## src/sv/iso_ring_feedback_control_assert.svh

```systemverilog
// Assertion helpers used by the back end (irfc_back) of the ring feedback block.
// Both expect a clock named clk and an active-low reset named rst_n.
`ifndef ISO_RING_FEEDBACK_CONTROL_ASSERT_SVH
`define ISO_RING_FEEDBACK_CONTROL_ASSERT_SVH

// The consequent must hold in the same cycle as the antecedent.
`define IRFC_ASSERT_SAME(lbl, ante, cons, msg) \
    lbl: assert property (@(posedge clk) disable iff (!rst_n) (ante) |-> (cons)) \
        else $error(msg);

// The consequent must hold in the cycle after the antecedent.
`define IRFC_ASSERT_NEXT(lbl, ante, cons, msg) \
    lbl: assert property (@(posedge clk) disable iff (!rst_n) (ante) |=> (cons)) \
        else $error(msg);

`endif

```

## src/sv/irfc_pkg.sv

```systemverilog
package irfc_pkg;

    localparam int RING_BYTES = 16384;
    localparam int MAX_PACKET = 1024;

    localparam int LEN_W  = $clog2(RING_BYTES + 1);
    localparam int OFF_W  = $clog2(RING_BYTES);
    localparam int DIST_W = LEN_W + 1;

    localparam logic [3:0] RATE_TOP = 4'd9;

    localparam int Q_DEPTH = 2;
    localparam int QPTR_W  = $clog2(Q_DEPTH);
    localparam int QCNT_W  = $clog2(Q_DEPTH + 1);

    // Input commands.
    localparam logic [1:0] CMD_STOP   = 2'd0;
    localparam logic [1:0] CMD_START  = 2'd1;
    localparam logic [1:0] CMD_PACKET = 2'd2;
    localparam logic [1:0] CMD_DONE   = 2'd3;

    // Work codes passed from the front to the back.
    localparam logic [1:0] OP_NONE   = 2'd0;
    localparam logic [1:0] OP_START  = 2'd1;
    localparam logic [1:0] OP_PACKET = 2'd2;
    localparam logic [1:0] OP_DONE   = 2'd3;

    // Result kinds.
    localparam logic [1:0] KIND_NONE     = 2'd0;
    localparam logic [1:0] KIND_XFER     = 2'd1;
    localparam logic [1:0] KIND_FEEDBACK = 2'd2;

    // Configuration register indexes.
    localparam logic [1:0] CFG_RATE    = 2'd0;
    localparam logic [1:0] CFG_NOMINAL = 2'd1;
    localparam logic [1:0] CFG_LOW     = 2'd2;
    localparam logic [1:0] CFG_HIGH    = 2'd3;

    typedef struct packed {
        logic [1:0]  command;
        logic        half_length;
        logic [10:0] byte_count;
        logic [13:0] read_position;
        logic        feedback_busy;
    } in_item_t;

    typedef struct packed {
        logic [1:0]  result_kind;
        logic [13:0] transfer_offset;
        logic [10:0] transfer_length;
        logic [31:0] feedback_word;
    } out_item_t;

    typedef struct packed {
        logic [3:0]  sample_rate_index;
        logic [31:0] feedback_nominal;
        logic [31:0] feedback_low;
        logic [31:0] feedback_high;
    } cfg_regs_t;

    typedef struct packed {
        logic [1:0]       op;
        logic [LEN_W-1:0] ring_len;
        logic [10:0]      count;
        logic [13:0]      read_position;
        logic             feedback_busy;
    } work_t;

endpackage

```

## src/sv/iso_ring_feedback_control.sv

```systemverilog
// Channel   Direction  Handshake             Payload
// in        input      in_valid / in_stall   in_data (command, packet and reader fields)
// out       output     out_valid / out_stall out_data (transfer or feedback word)
// cfg       input      cfg_valid / cfg_ready cfg_index, cfg_data
//
// One request per cycle is accepted while in_stall is low; its result passes
// through the two-entry queue and then the output register.
// Reset clears the ring state and configuration (rate index resets to 1).
// A stalled output holds the back end; requests keep entering until the
// queue holds two, then in_stall rises. cfg_ready is always high.
module iso_ring_feedback_control (
    input  logic                clk,
    input  logic                rst_n,
    input  logic                in_valid,
    output logic                in_stall,
    input  irfc_pkg::in_item_t  in_data,
    output logic                out_valid,
    input  logic                out_stall,
    output irfc_pkg::out_item_t out_data,
    input  logic                cfg_valid,
    output logic                cfg_ready,
    input  logic [1:0]          cfg_index,
    input  logic [31:0]         cfg_data
);
    import irfc_pkg::*;

    cfg_regs_t cfg_reg;
    cfg_regs_t cfg_next;
    work_t     front_work;
    work_t     q_head;
    logic      q_push;
    logic      q_pop;
    logic      q_full;
    logic      q_not_empty;

    assign cfg_ready = 1'b1;

    always_comb
    begin
        cfg_next = cfg_reg;
        if (cfg_valid)
        begin
            case (cfg_index)
                CFG_RATE:    cfg_next.sample_rate_index = cfg_data[3:0];
                CFG_NOMINAL: cfg_next.feedback_nominal  = cfg_data;
                CFG_LOW:     cfg_next.feedback_low      = cfg_data;
                CFG_HIGH:    cfg_next.feedback_high     = cfg_data;
                default:     cfg_next = cfg_reg;
            endcase
        end
    end

    always_ff @(posedge clk or negedge rst_n)
    begin
        if (!rst_n)
        begin
            cfg_reg <= '{4'd1, 32'd0, 32'd0, 32'd0};
        end
        else
        begin
            cfg_reg <= cfg_next;
        end
    end

    irfc_front u_front (
        .in_valid          (in_valid),
        .in_stall          (in_stall),
        .in_data           (in_data),
        .sample_rate_index (cfg_reg.sample_rate_index),
        .q_full            (q_full),
        .push              (q_push),
        .work              (front_work)
    );

    irfc_queue u_queue (
        .clk       (clk),
        .rst_n     (rst_n),
        .push      (q_push),
        .push_data (front_work),
        .pop       (q_pop),
        .full      (q_full),
        .not_empty (q_not_empty),
        .head      (q_head)
    );

    irfc_back u_back (
        .clk       (clk),
        .rst_n     (rst_n),
        .q_valid   (q_not_empty),
        .head      (q_head),
        .pop       (q_pop),
        .cfg       (cfg_reg),
        .out_valid (out_valid),
        .out_stall (out_stall),
        .out_data  (out_data)
    );

endmodule

```

## src/sv/irfc_front.sv

```systemverilog
module irfc_front (
    input  logic               in_valid,
    output logic               in_stall,
    input  irfc_pkg::in_item_t in_data,
    input  logic [3:0]         sample_rate_index,
    input  logic               q_full,
    output logic               push,
    output irfc_pkg::work_t    work
);
    import irfc_pkg::*;

    logic [3:0]       rate_idx;
    logic [3:0]       shift_amt;
    logic [LEN_W-1:0] full_len;

    assign in_stall = q_full;
    assign push     = in_valid && !q_full;

    // The ring size only depends on configuration and the start request,
    // so it is worked out here, before the request enters the queue.
    always_comb
    begin
        rate_idx  = (sample_rate_index > RATE_TOP) ? RATE_TOP : sample_rate_index;
        shift_amt = (RATE_TOP - rate_idx) >> 1;
        full_len  = LEN_W'(RING_BYTES) >> shift_amt;

        work.ring_len      = in_data.half_length ? (full_len >> 1) : full_len;
        work.read_position = in_data.read_position;
        work.feedback_busy = in_data.feedback_busy;

        if ({1'b0, in_data.byte_count} > 12'(MAX_PACKET))
        begin
            work.count = 11'(MAX_PACKET);
        end
        else
        begin
            work.count = in_data.byte_count;
        end

        case (in_data.command)
            CMD_START:  work.op = OP_START;
            CMD_PACKET: work.op = OP_PACKET;
            CMD_DONE:   work.op = OP_DONE;
            default:    work.op = OP_NONE;
        endcase
    end

endmodule

```

## src/sv/irfc_queue.sv

```systemverilog
module irfc_queue (
    input  logic            clk,
    input  logic            rst_n,
    input  logic            push,
    input  irfc_pkg::work_t push_data,
    input  logic            pop,
    output logic            full,
    output logic            not_empty,
    output irfc_pkg::work_t head
);
    import irfc_pkg::*;

    work_t             entry_reg [Q_DEPTH];
    logic [QPTR_W-1:0] wr_ptr_reg;
    logic [QPTR_W-1:0] wr_ptr_next;
    logic [QPTR_W-1:0] rd_ptr_reg;
    logic [QPTR_W-1:0] rd_ptr_next;
    logic [QCNT_W-1:0] count_reg;
    logic [QCNT_W-1:0] count_next;
    logic              do_push;
    logic              do_pop;

    assign full      = (count_reg == QCNT_W'(Q_DEPTH));
    assign not_empty = (count_reg != '0);
    assign head      = entry_reg[rd_ptr_reg];
    assign do_push   = push && !full;
    assign do_pop    = pop && not_empty;

    always_comb
    begin
        wr_ptr_next = wr_ptr_reg;
        rd_ptr_next = rd_ptr_reg;
        count_next  = count_reg;
        if (do_push)
        begin
            wr_ptr_next = (wr_ptr_reg == QPTR_W'(Q_DEPTH - 1)) ? '0 : wr_ptr_reg + 1'b1;
        end
        if (do_pop)
        begin
            rd_ptr_next = (rd_ptr_reg == QPTR_W'(Q_DEPTH - 1)) ? '0 : rd_ptr_reg + 1'b1;
        end
        if (do_push && !do_pop)
        begin
            count_next = count_reg + 1'b1;
        end
        else if (do_pop && !do_push)
        begin
            count_next = count_reg - 1'b1;
        end
    end

    always_ff @(posedge clk or negedge rst_n)
    begin
        if (!rst_n)
        begin
            wr_ptr_reg <= '0;
            rd_ptr_reg <= '0;
            count_reg  <= '0;
        end
        else
        begin
            wr_ptr_reg <= wr_ptr_next;
            rd_ptr_reg <= rd_ptr_next;
            count_reg  <= count_next;
        end
    end

    always_ff @(posedge clk)
    begin
        if (do_push)
        begin
            entry_reg[wr_ptr_reg] <= push_data;
        end
    end

endmodule

```

## src/sv/irfc_back.sv

```systemverilog
`include "iso_ring_feedback_control_assert.svh"

module irfc_back (
    input  logic                clk,
    input  logic                rst_n,
    input  logic                q_valid,
    input  irfc_pkg::work_t     head,
    output logic                pop,
    input  irfc_pkg::cfg_regs_t cfg,
    output logic                out_valid,
    input  logic                out_stall,
    output irfc_pkg::out_item_t out_data
);
    import irfc_pkg::*;

    logic [OFF_W-1:0]  wr_off_reg;
    logic [OFF_W-1:0]  wr_off_next;
    logic [10:0]       rem_reg;
    logic [10:0]       rem_next;
    logic [LEN_W-1:0]  ring_len_reg;
    logic [LEN_W-1:0]  ring_len_next;
    logic              out_valid_reg;
    out_item_t         out_data_reg;
    out_item_t         result;

    logic [LEN_W-1:0]  lim_count;
    logic [LEN_W:0]    pos_sum;
    logic [LEN_W:0]    wrap_rest;
    logic [DIST_W-1:0] rpos_ext;
    logic [DIST_W-1:0] off_ext;
    logic [DIST_W-1:0] gap;
    logic [DIST_W-1:0] low_mark;
    logic [DIST_W-1:0] high_mark;

    assign pop       = q_valid && (!out_valid_reg || !out_stall);
    assign out_valid = out_valid_reg;
    assign out_data  = out_data_reg;

    always_comb
    begin
        ring_len_next = ring_len_reg;
        wr_off_next   = wr_off_reg;
        rem_next      = rem_reg;
        result        = '0;

        // A packet never moves more than the ring holds.
        lim_count = (LEN_W'(head.count) > ring_len_reg) ? ring_len_reg : LEN_W'(head.count);
        pos_sum   = (LEN_W + 1)'(wr_off_reg) + (LEN_W + 1)'(lim_count);
        wrap_rest = pos_sum - {1'b0, ring_len_reg};

        // Distance from the write offset forward to the reader, taken around the ring.
        rpos_ext  = DIST_W'(head.read_position);
        off_ext   = DIST_W'(wr_off_reg);
        if (rpos_ext >= off_ext)
        begin
            gap = rpos_ext - off_ext;
        end
        else
        begin
            gap = rpos_ext + DIST_W'(ring_len_reg) - off_ext;
        end
        low_mark  = DIST_W'(ring_len_reg >> 4);
        high_mark = DIST_W'(ring_len_reg >> 3);

        case (head.op)
            OP_START:
            begin
                ring_len_next        = head.ring_len;
                wr_off_next          = OFF_W'(head.ring_len >> 1);
                rem_next             = '0;
                result.result_kind   = KIND_FEEDBACK;
                result.feedback_word = cfg.feedback_nominal;
            end
            OP_PACKET:
            begin
                if (ring_len_reg != '0)
                begin
                    result.result_kind     = KIND_XFER;
                    result.transfer_offset = 14'(wr_off_reg);
                    if (pos_sum >= {1'b0, ring_len_reg})
                    begin
                        rem_next               = 11'(wrap_rest);
                        wr_off_next            = OFF_W'(wrap_rest);
                        result.transfer_length = 11'(lim_count - wrap_rest[LEN_W-1:0]);
                    end
                    else
                    begin
                        wr_off_next            = OFF_W'(pos_sum);
                        result.transfer_length = 11'(lim_count);
                    end
                end
            end
            OP_DONE:
            begin
                if (rem_reg != '0)
                begin
                    result.result_kind     = KIND_XFER;
                    result.transfer_length = rem_reg;
                    rem_next               = '0;
                end
                else if (!head.feedback_busy)
                begin
                    result.result_kind = KIND_FEEDBACK;
                    if (gap < low_mark)
                    begin
                        result.feedback_word = cfg.feedback_low;
                    end
                    else if (gap > high_mark)
                    begin
                        result.feedback_word = cfg.feedback_high;
                    end
                    else
                    begin
                        result.feedback_word = cfg.feedback_nominal;
                    end
                end
            end
            default:
            begin
                result.result_kind = KIND_NONE;
            end
        endcase
    end

    always_ff @(posedge clk or negedge rst_n)
    begin
        if (!rst_n)
        begin
            wr_off_reg    <= '0;
            rem_reg       <= '0;
            ring_len_reg  <= '0;
            out_valid_reg <= 1'b0;
        end
        else
        begin
            if (pop)
            begin
                wr_off_reg    <= wr_off_next;
                rem_reg       <= rem_next;
                ring_len_reg  <= ring_len_next;
                out_valid_reg <= 1'b1;
            end
            else if (!out_stall)
            begin
                out_valid_reg <= 1'b0;
            end
        end
    end

    always_ff @(posedge clk)
    begin
        if (pop)
        begin
            out_data_reg <= result;
        end
    end

    `IRFC_ASSERT_SAME(a_offset_in_ring, ring_len_reg != '0, wr_off_reg < ring_len_reg, "write offset left the ring")
    `IRFC_ASSERT_NEXT(a_rem_cleared, pop && head.op == OP_DONE && rem_reg != '0, rem_reg == '0, "remainder not cleared after issue")
    `IRFC_ASSERT_SAME(a_no_pop_blocked, out_valid_reg && out_stall, !pop, "request taken while result is held")

endmodule

```

## config.mk

```make
export PLATFORM = sky130hd
export DESIGN_NAME = iso_ring_feedback_control
export DESIGN_NICKNAME = d
export VERILOG_FILES = /design/src/sv/irfc_pkg.sv /design/src/sv/iso_ring_feedback_control.sv /design/src/sv/irfc_front.sv /design/src/sv/irfc_queue.sv /design/src/sv/irfc_back.sv
export VERILOG_INCLUDE_DIRS = /design/src /design/src/sv
export SDC_FILE = /design/constraint.sdc
export NUM_CORES = 1
export LEC_CHECK = 0
export BUFFER_PORTS_ARGS = -buffer_cell sky130_fd_sc_hd__buf_2
export CORE_MARGIN = 8
export CORE_UTILIZATION = 65
export CTS_CLUSTER_SIZE = 30
export DETAILED_ROUTE_END_ITERATION = 8
export PLACE_DENSITY = 0.9
export SYNTH_ARGS = -nofsm -noshare
export SYNTH_HDL_FRONTEND = slang
export SYNTH_SLANG_ARGS = --single-unit
```

## constraint.sdc

```tcl
create_clock -name clk -period 16.4 [get_ports clk]
set_input_delay 0.82 -clock clk [delete_from_list [all_inputs] [get_ports clk]]
set_output_delay 0.82 -clock clk [all_outputs]
set_load 0.01 [all_outputs]
```

==> impl_metrics.json <==
{
  "endpoint_kind": "flip-flop",
  "grt_pass1_wl_um": 62650,
  "cts_tree": "done",
  "drtIter0Drc": 1068,
  "cap_violations": 0,
  "dp.cells": 1721,
  "r2r-start": "u_queue.rd_ptr_reg",
  "synth_area_leaders": "edfxtp_1, dfrtp_1, mux2_2, ha_1, inv_1",
  "finClkSkew_ns": 0.01310,
  "critPathKind": "reg2reg",
  "detail-route-antenna-nets": 0,
  "via_per_inst": 6.419,
  "reg2reg_slack_ns": 8.28,
  "fin_nets": 1628,
  "max_freq_mhz": 123.2,
  "grt_start_max_net_pins": 99,
  "start_kind": "flip-flop",
  "dr_total_vias": 11374,
  "critical_path.max_stage_delay_ns": 0.80,
  "rows": 55,
  "wire_per_inst_um": 22.39,
  "path_buf_inv": 1,
  "dieHeight_um": 167.1,
  "critical_path_required_ns": 16.68,
  "numCtsBuffers": 27,
  "ys_types": 83,
  "yosysSeqAreaShare_pct": 50.15,
  "rsz0062_at_grt": "false",
  "antenna_found_initial": 2,
  "final_cell_mix": "inv_1, dfrtp_1, edfxtp_1, buf_2, nand2_1",
  "grt_usage_pct": 27.94,
  "cts.path.max_buffers": 3,
  "synth_top_cell_area_share_pct": 26.90,
  "ios": 130,
  "yosysWarnings": 0,
  "core_area_mm2": 0.02250,
  "fp.dieArea_mm2": 0.02794,
  "whs_ns": 0.3428,
  "syn-mean-instance-area_um2": 11.10,
  "cp_slowest_cell": "nor3_2",
  "post_cts_resized": 0,
  "hpwl_um": 27270,
  "cts_root_buf": "clkbuf_16",
  "synthArstFlopShare_pct": 50.92,
  "design_area_mm2": 0.01676,
  "fin_crit_ns": 8.117,
  "cp_max_fo": 38,
  "final_common_cell": "inv_1",
  "setup_violations": 0,
  "gp_congestion": 0.9450,
  "cp.arrival_ns": 8.40,
  "synth-seq-cells": 271,
  "netlist_instances": 1338,
  "clk-insertion-delay-late_ns": 0.56,
  "drive_above_1_share_pct": 21.60,
  "r2r_end": "u_back.out_data[36]",
  "largest_register_ffs": 99,
  "area_delta_synth_final_pct": 12.89,
  "final_hold_viol_count": 0,
  "placed_area_mm2": 0.01578,
  "htree_levels": 1,
  "outcome": "completed",
  "drc_errors": 0,
  "holdBufCountCts": 0,
  "netlist_area_mm2": 0.01485,
  "final-max-slew-violation-count": 0,
  "synth_edf_count": 133,
  "synth_area_leader_cell": "edfxtp_1",
  "post_cts_buffers": 0,
  "path_clk_slew_ns": 0.06,
  "tns_ns": 0,
  "max_slew_margin_pct": 25.69,
  "cts.sinks": 271,
  "fin_crit_sh_pct": 49.49,
  "start_util_pct": 65.99,
  "wirelength_um": 39670,
  "dr.pass1.iters": 6,
  "synthFlopType": "dfrtp_1",
  "reg2reg_depth": 29,
  "crit_family": "compound AO/OA/AOI/OAI gates",
  "overflow": 0,
  "hold_path.class": "in2async",
  "grt_pass1_vias": 11578,
  "tightest_slew_ns": 1.112,
  "stdcell_count": 1772,
  "port_buffers": 128,
  "die_x_um": 167.1
}
[synth_stat cells (all sizes together) (4+ instances only)]
library cell  instances
inv                 146
dfrtp               138
edfxtp              133
mux2                111
nand2               111
ha                   81
nor2                 71
a21oi                59
o21ai                59
nor3                 36
xnor2                36
mux2i                32
o221ai               32
clkbuf               30
nand3                21
buf                  20
o21a                 16
a21o                 15
nor2b                15
xor2                 15
fa                   14
o31ai                12
a211oi               10
or3                  10
a31oi                 9
nor4                  9
a22o                  6
and3                  6
nand2b                6
nand3b                6
nand4                 6
or2                   5
a21boi                4
and2                  4
nor4b                 4
[logic make-up after synthesis]
group           after synthesis  synth area share [%]
compound gates              258                 11.86
mux                         143                 10.63
buf+inv                     197                 5.182
flops                       271                 50.15
other cells                   2               0.05057
xor+xnor                     51                 3.008
fa+ha+maj                    97                 8.856
simple gates                319                 10.27
[routing by layer]
metal	track usage, %	part of all wire, %	vias up
met5	0	0.060	-
met4	11.02	3.9	4
met3	5.855	8.6	134
met2	48.24	50	641
met1	33.94	38	5560
li1	-	-	5035
[area by class of cell]
cell class	count	area, um2
Clock inverter	18	270.3
Fill cell	1366	5739
Timing Repair Buffer	140	737.0
Tap cell	285	356.6
Inverter	147	551.8
Multi-Input combinational cell	878	6683
Antenna cell	1	2.502
Sequential cell	271	7448
Clock buffer	32	714.4
[per-stage QoR]
stage / util (%) / worst slack, ns
after global routing: 74.48 / 7.684
final: 74.50 / 8.283
after global placement: 70.11 / 8.749
after CTS: 74.48 / 8.449
after detailed placement: 70.11 / 8.557
after floorplan: - / 9.133
[worst max-delay path by stage]
stage                       startpoint                  end  slack, ns  cells past startpoint
global route        u_queue.rd_ptr_reg  u_back.out_data[36]       7.68                     29
floorplan           u_queue.rd_ptr_reg  u_back.out_data[33]       9.13                     34
CTS                 u_queue.rd_ptr_reg  u_back.out_data[34]       8.45                     29
detailed placement  u_queue.rd_ptr_reg  u_back.out_data[34]       8.56                     29
global placement    u_queue.rd_ptr_reg  u_back.out_data[34]       8.75                     29
finish              u_queue.rd_ptr_reg  u_back.out_data[36]       8.28                     29
Power is left out: the tool's default activity adds up to more than one toggle a clock period on the data nets, which glitch-free logic cannot reach.
